--- config.mk ---
export PLATFORM = sky130hd
export DESIGN_NAME = lru_key_value_cache_top
export DESIGN_NICKNAME = d
export VERILOG_FILES = /design/src/rtl/core/lkv_pkg.sv /design/src/rtl/core/lkv_cell.sv /design/src/rtl/core/lru_key_value_cache_top.sv
export SDC_FILE = /design/constraint.sdc
export NUM_CORES = 1
export LEC_CHECK = 0
export BUFFER_PORTS_ARGS = -buffer_cell sky130_fd_sc_hd__buf_2
export CORE_UTILIZATION = 49
export CTS_BUF_LIST = sky130_fd_sc_hd__clkbuf_8
export DETAILED_ROUTE_END_ITERATION = 7
export GPL_ROUTABILITY_DRIVEN = 0
export PLACE_DENSITY_LB_ADDON = 0.3
export SLEW_MARGIN = 40
export SYNTH_ARGS = -nofsm -noshare
export SYNTH_HDL_FRONTEND = slang
export SYNTH_SLANG_ARGS = --single-unit
--- constraint.sdc ---
create_clock -name clk_i -period 22.8 [get_ports clk_i]
set_clock_uncertainty 0.2 [all_clocks]
set_input_delay 4.56 -clock clk_i [delete_from_list [all_inputs] [get_ports clk_i]]
set_output_delay 4.56 -clock clk_i [all_outputs]
set_load 0.005 [all_outputs]
--- src/rtl/core/lkv_pkg.sv ---
// Shared constants and types for the LRU key-value cache.
// No dependencies; imported by lkv_cell, lru_key_value_cache_top and its testbench.
package lkv_pkg;

  localparam int unsigned ENTRIES   = 16;
  localparam int unsigned KEY_W     = 32;
  localparam int unsigned VAL_W     = 32;
  localparam int unsigned CAP_W     = 5;
  localparam int unsigned OCC_W     = $clog2(ENTRIES + 1);
  localparam int unsigned EC_W      = (CAP_W > OCC_W) ? CAP_W : OCC_W;

  localparam logic [CAP_W-1:0] CAP_RESET = CAP_W'(16);
  localparam logic [VAL_W-1:0] READ_MISS = {VAL_W{1'b1}};

  typedef enum logic {
    OP_GET = 1'b0,
    OP_SET = 1'b1
  } op_e;

  typedef struct packed {
    logic             valid;
    logic [KEY_W-1:0] key;
    logic [VAL_W-1:0] value;
  } entry_t;

  typedef struct packed {
    logic             look;
    logic             hit;
    logic             full;
    logic [KEY_W-1:0] key;
  } cell_ctrl_t;

endpackage

--- src/rtl/core/lkv_cell.sv ---
// One slot of the recency-ordered entry chain.
// Depends on lkv_pkg for entry_t and cell_ctrl_t.
module lkv_cell import lkv_pkg::*; (
  input  logic       clk_i,
  input  logic       rst_ni,
  input  cell_ctrl_t ctrl_i,
  input  entry_t     prev_i,
  input  logic       next_valid_i,
  input  logic       shift_i,
  output logic       shift_o,
  output entry_t     entry_o,
  output logic       match_o
);

  logic             valid_q;
  logic             match_q;
  logic [KEY_W-1:0] key_q;
  logic [VAL_W-1:0] value_q;
  logic             stop;

  // Stop the shift wave at the hit slot, or for an insert at the first free
  // slot, or at the last used slot when the cache is full.
  assign stop    = ctrl_i.hit ? match_q : (!valid_q || (ctrl_i.full && !next_valid_i));
  assign shift_o = shift_i && !stop;

  always_ff @(posedge clk_i or negedge rst_ni) begin
    if (!rst_ni) begin
      valid_q <= 1'b0;
      match_q <= 1'b0;
    end else begin
      if (ctrl_i.look) begin
        match_q <= valid_q && (key_q == ctrl_i.key);
      end
      if (shift_i) begin
        valid_q <= prev_i.valid;
      end
    end
  end

  always_ff @(posedge clk_i) begin
    if (shift_i) begin
      key_q   <= prev_i.key;
      value_q <= prev_i.value;
    end
  end

  assign entry_o.valid = valid_q;
  assign entry_o.key   = key_q;
  assign entry_o.value = value_q;
  assign match_o       = match_q;

endmodule

--- src/rtl/core/lru_key_value_cache_top.sv ---
// Top level of the LRU key-value cache: request sequencer and cell chain.
// Depends on lkv_pkg and lkv_cell.
//
// Fully associative key-value cache with least-recently-used replacement.
// Entries sit in a chain of cells ordered by recency, most recent first. A
// transaction passes through acceptance, a compare cycle in which every
// cell matches the key at once, and an update cycle in which, on a hit or
// a set, the chain shifts by one up to the hit slot, the first free slot
// or, when full, the least recent slot, which drops out. The shift wave
// through the chain sets the update cycle. A get holds in its update cycle
// while the previous result has not been taken. A get returns hit and the
// stored value, or hit clear and all ones; a set returns nothing. Capacity
// writes are taken only between transactions and win over a request
// offered in the same cycle. Capacity zero acts as one and values above the
// slot count saturate. The chain is empty after reset.
module lru_key_value_cache_top import lkv_pkg::*; (
  input  logic                    clk_i,
  input  logic                    rst_ni,
  input  logic                    cfg_valid_i,
  output logic                    cfg_ready_o,
  input  logic [CAP_W-1:0]        cfg_capacity_i,
  input  logic                    in_valid_i,
  output logic                    in_ready_o,
  input  logic                    operation_i,
  input  logic signed [KEY_W-1:0] key_i,
  input  logic signed [VAL_W-1:0] value_i,
  output logic                    out_valid_o,
  input  logic                    out_ready_i,
  output logic                    hit_o,
  output logic signed [VAL_W-1:0] read_value_o
);

  typedef enum logic [1:0] {
    ST_IDLE,
    ST_LOOK,
    ST_UPD
  } state_e;

  state_e           state_q;
  op_e              op_q;
  logic [KEY_W-1:0] key_q;
  logic [VAL_W-1:0] value_q;
  logic [OCC_W-1:0] occ_q;
  logic [CAP_W-1:0] cap_q;
  logic             out_valid_q;
  logic             hit_q;
  logic [VAL_W-1:0] read_value_q;

  entry_t           ent [ENTRIES];
  logic [ENTRIES:0] shift;
  logic [ENTRIES-1:0] match;
  entry_t           head;
  cell_ctrl_t       ctrl;
  logic             hit_any;
  logic [VAL_W-1:0] hit_val;
  logic [EC_W-1:0]  eff_cap;
  logic             full;
  logic             can_emit;
  logic             upd;

  always_comb begin
    hit_val = '0;
    for (int i = 0; i < ENTRIES; i++) begin
      hit_val = hit_val | (ent[i].value & {VAL_W{match[i]}});
    end
  end

  always_comb begin
    priority if (cap_q == '0) begin
      eff_cap = EC_W'(1);
    end else if (EC_W'(cap_q) > EC_W'(ENTRIES)) begin
      eff_cap = EC_W'(ENTRIES);
    end else begin
      eff_cap = EC_W'(cap_q);
    end
  end

  assign hit_any  = |match;
  assign full     = EC_W'(occ_q) >= eff_cap;
  assign can_emit = !out_valid_q || out_ready_i;
  assign upd      = (state_q == ST_UPD) && ((op_q == OP_SET) || can_emit);
  assign shift[0] = upd && (hit_any || (op_q == OP_SET));

  assign head.valid = 1'b1;
  assign head.key   = key_q;
  assign head.value = (op_q == OP_SET) ? value_q : hit_val;

  assign ctrl.look = (state_q == ST_LOOK);
  assign ctrl.hit  = hit_any;
  assign ctrl.full = full;
  assign ctrl.key  = key_q;

  for (genvar g = 0; g < ENTRIES; g++) begin : g_cell
    entry_t prev;
    logic   next_valid;
    if (g == 0) begin : g_first
      assign prev = head;
    end else begin : g_mid
      assign prev = ent[g-1];
    end
    if (g == ENTRIES - 1) begin : g_last
      assign next_valid = 1'b0;
    end else begin : g_inner
      assign next_valid = ent[g+1].valid;
    end
    lkv_cell u_cell (
      .clk_i        (clk_i),
      .rst_ni       (rst_ni),
      .ctrl_i       (ctrl),
      .prev_i       (prev),
      .next_valid_i (next_valid),
      .shift_i      (shift[g]),
      .shift_o      (shift[g+1]),
      .entry_o      (ent[g]),
      .match_o      (match[g])
    );
  end

  always_ff @(posedge clk_i or negedge rst_ni) begin
    if (!rst_ni) begin
      cap_q <= CAP_RESET;
    end else if (cfg_valid_i && cfg_ready_o) begin
      cap_q <= cfg_capacity_i;
    end
  end

  always_ff @(posedge clk_i or negedge rst_ni) begin
    if (!rst_ni) begin
      state_q      <= ST_IDLE;
      op_q         <= OP_GET;
      key_q        <= '0;
      value_q      <= '0;
      occ_q        <= '0;
      out_valid_q  <= 1'b0;
      hit_q        <= 1'b0;
      read_value_q <= '0;
    end else begin
      if (out_valid_q && out_ready_i && !(upd && (op_q == OP_GET))) begin
        out_valid_q <= 1'b0;
      end
      unique case (state_q)
        ST_IDLE: begin
          if (in_valid_i && in_ready_o) begin
            op_q    <= op_e'(operation_i);
            key_q   <= key_i;
            value_q <= value_i;
            state_q <= ST_LOOK;
          end
        end
        ST_LOOK: begin
          state_q <= ST_UPD;
        end
        ST_UPD: begin
          if (upd) begin
            state_q <= ST_IDLE;
            if (op_q == OP_GET) begin
              out_valid_q  <= 1'b1;
              hit_q        <= hit_any;
              read_value_q <= hit_any ? hit_val : READ_MISS;
            end else if (!hit_any && !full) begin
              occ_q <= occ_q + OCC_W'(1);
            end
          end
        end
        default: begin
          state_q <= ST_IDLE;
        end
      endcase
    end
  end

  assign cfg_ready_o  = (state_q == ST_IDLE);
  assign in_ready_o   = (state_q == ST_IDLE) && !cfg_valid_i;
  assign out_valid_o  = out_valid_q;
  assign hit_o        = hit_q;
  assign read_value_o = read_value_q;

endmodule

==> flow_summary.toml <==
[outcome]
status = "complete, no violations"

[final_layout]
syn_to_final_growth_pct = 12.6
nets = 3056
fin_util_pct = 55.9
fin_cells = 4371
register_area_sq_mm = 0.0343
fillers = 7079
drive_gt1_share_pct = 16.2
multiInputGateArea_sq_mm = 0.0107
finish.instance_area_sq_mm = 0.0514

[setup_path]
cp_common_cell = "buf_2"
crit_type = "input port to primary output"
crit_family = "buffers and inverters"
slowest_delay_ns = 0.18
critPathBufInv = 2
path_cells = "buf_2 -> nor3_1 -> buf_2"
crit_fanout = 2
slowest_stage = "nor3_1"
required_ns = 18.04
arrival_ns = 5.00
worstSetupStartpointType = "input port"
endpoint_kind = "primary output"

[synth]
synth_top_flop_cell = "edfxtp_1"
avgSynthCellArea_sq_um = 16.5
synthCells = 2764
synth.distinct_cells = 52
synth_seq_cells = 1167
syn_area_sq_mm = 0.0457
syn-num-nets = 2845
synth_seq_area_share_pct = 75.1
synth-async-reset-ratio_pct = 12.3
synth_edf_count = 1024
synth-warning-count = 0

[floorplan]
io_pins = 111
dieWidth_um = 307
die_area_sq_mm = 0.0945
die_h_um = 307
start_util_pct = 49.6
core_area_sq_mm = 0.0921
rows = 111

[global_routing]
grt_overflow = 0
track_usage_pct = 24.1
antenna_found_initial = 1
grt_pass1_vias = 26600
grt_pass1_wl_mm = 168
grt_start_max_net_pins = 79

[routing]
num_vias = 25600
drt-initial-drc-count = 2603
wirelength_mm = 113
avgViaCountPerCell = 5.86
avgRoutedWirePerCell_um = 25.8
ant_nets = 0
drc = 0
firstDrtPassIters = 6

[clocking]
numCtsBuffers = 180
post_cts_resized = 0
h-tree-depth = 4
worstSkewPairLatency_ns = 0.84
clkTransAtPathRegs_ns = 0.06
cts_setup_buffers = 0
ctsHoldBuffers = 0
clockBufferDepth = 3
cts_root_buffer = "clkbuf_8"
cts_tree = "built"
cts.sinks = 1167

[timing]
setup_viol = 0
max_slew.worst_pin.slew_ns = 0.797
fmax_mhz = 102
post-route-min-period_ns = 9.76
slew_viol_final = 0
fin_crit_sh_pct = 42.8
rsz0062_at_grt = "false"
finalHoldViolations = 0
fin_setup_tns_ns = 0
slew-limit-headroom_pct = 46.9
worst_slack_ns = 13.04

[power_and_ir_drop]
vdd_drop_max_uv = 78.9
p_leak_nw = 17.8
p_per_area_mw_per_mm2 = 90.3

[place]
dp_slack_ns = 13.03
dp.cells = 4035
placed_cell_area_sq_mm = 0.0479
io_buffers = 110
dp_hpwl_mm = 69.9

[flow_run]
maxCapViolCount = 0

[min_path]
min_path_type = "flip-flop to flip-flop"
-- cells in the mapped netlist, types with 2 or more instances --
master | count | area (sq um)
a22o_1 | 61 | 534
buf_2 | 4 | 20.0
or2_2 | 2 | 12.5
o31ai_1 | 4 | 30.0
or3_1 | 2 | 12.5
o211ai_1 | 3 | 22.5
or4_1 | 3 | 22.5
mux2_2 | 46 | 518
nor4_1 | 97 | 607
nand2b_1 | 4 | 25.0
xor2_1 | 365 | 3200
a21o_1 | 33 | 248
ha_1 | 6 | 75.1
a2111oi_0 | 2 | 17.5
edfxtp_1 | 1024 | 30700
nand4_1 | 85 | 532
nand2_1 | 51 | 191
a221oi_1 | 46 | 403
or3_4 | 3 | 33.8
mux2_1 | 2 | 22.5
inv_1 | 41 | 154
nand3_1 | 48 | 240
nor2_1 | 46 | 173
clkbuf_1 | 146 | 548
buf_1 | 11 | 41.3
nor3_1 | 21 | 105
and2_1 | 4 | 25.0
dfrtp_1 | 142 | 3550
o21ai_0 | 50 | 250
nor2b_1 | 2 | 12.5
a22oi_1 | 164 | 1230
mux2i_1 | 32 | 320
a211oi_1 | 5 | 37.5
xnor2_1 | 151 | 1320
a31oi_1 | 2 | 12.5
a21oi_1 | 40 | 200
-- cell usage in the layout, fill, tap and decap left out, types with 5 or more instances in the layout --
cell and count:
ha_1 6, o21ai_0 49, a21o_1 33, a21oi_1 40
buf_4 71, a22o_1 61, buf_6 5, clkinv_2 21
nand3_1 48, nand2_1 50, dfrtp_1 138, nor2_1 43
a22oi_1 164, xor2_1 365, xnor2_1 151, buf_2 109
edfxtp_1 1024, nor3_1 20, clkinv_1 40, inv_2 6
nand4_1 85, mux2_2 46, clkinvlp_4 5, mux2i_1 32
clkbuf_8 191, inv_6 7, bufinv_16 8, a221oi_1 46
inv_1 95, nor4_1 97
-- routing by layer --
metal	GRT usage [%]	vias to the layer above	wire, um
li1	-	11000	-
met1	31.0	12800	43900
met2	39.1	1481	54200
met3	5.92	290	10200
met4	10.3	0	4580
met5	0	-	0
-- cell families after synthesis --
kind of cell / count (synthesis) / synth area share [%]
buffers and inverters: 203 / 1.68
adder cells (fa/ha/maj): 6 / 0.164
flip-flops: 1167 / 75.1
AO/OA/AOI/OAI: 415 / 6.68
multiplexers: 80 / 1.88
XOR/XNOR: 516 / 9.89
AND/OR/NAND/NOR: 377 / 4.57
-- layout make-up --
cell class / count / area share [%]
clock buffer: 190 / 5.08
timing repair buffer: 190 / 2.37
inverter: 42 / 0.306
antenna: 1 / 0.00486
tap: 1243 / 3.02
clock inverter: 144 / 1.68
multi-input combinational: 1394 / 20.8
sequential: 1167 / 66.7
-- final timing paths --
path                                         startpoint                            to  slack (ns)  cells after the start
max                                         cfg_valid_i                    in_ready_o       13.04                      3
min                        g_cell[0].u_cell.value_q[25]  g_cell[1].u_cell.value_q[25]        0.23                      0
max reg2reg                                    cap_q[4]  g_cell[12].u_cell.value_q[3]       17.91                     11
min reg2reg                g_cell[0].u_cell.value_q[25]  g_cell[1].u_cell.value_q[25]        0.23                      0
max in group asynchronous                        rst_ni                   value_q[15]       17.71                      2
min in group asynchronous                        rst_ni                     key_q[14]        3.53                      1
-- registers in the layout (all words and copies together) (netlist names) --
| register | count |
|---|---|
| g_cell.u_cell.value_q | 512 |
| value_q | 32 |
| key_q | 32 |
| cap_q | 5 |
| occ_q | 5 |
| hit_o | 1 |
| state_q | 2 |
| out_valid_o | 1 |
| read_value_o | 32 |
| g_cell.u_cell.match_o | 16 |
| op_q | 1 |
| g_cell.u_cell.valid_q | 16 |
| g_cell.u_cell.key_q | 512 |
-- per-stage QoR --
step	hold WS, ns	power, mW
6_report	0.232	4.65
5_1_grt	0.249	4.81
4_1_cts	0.221	4.67
3_5_place_dp	0.234	3.01
3_3_place_gp	0.228	2.99
2_1_floorplan	0.223	2.80
-- power breakdown --
group / switching, mW / leakage, nW / total [mW] / internal [mW]
clock network: 0.813 / 2.00 / 1.68 / 0.869
registers: 0.0472 / 11.0 / 2.43 / 2.38
logic: 0.333 / 4.87 / 0.536 / 0.203
total: 1.19 / 17.8 / 4.65 / 3.45
Power figures use the tool's default switching activity.
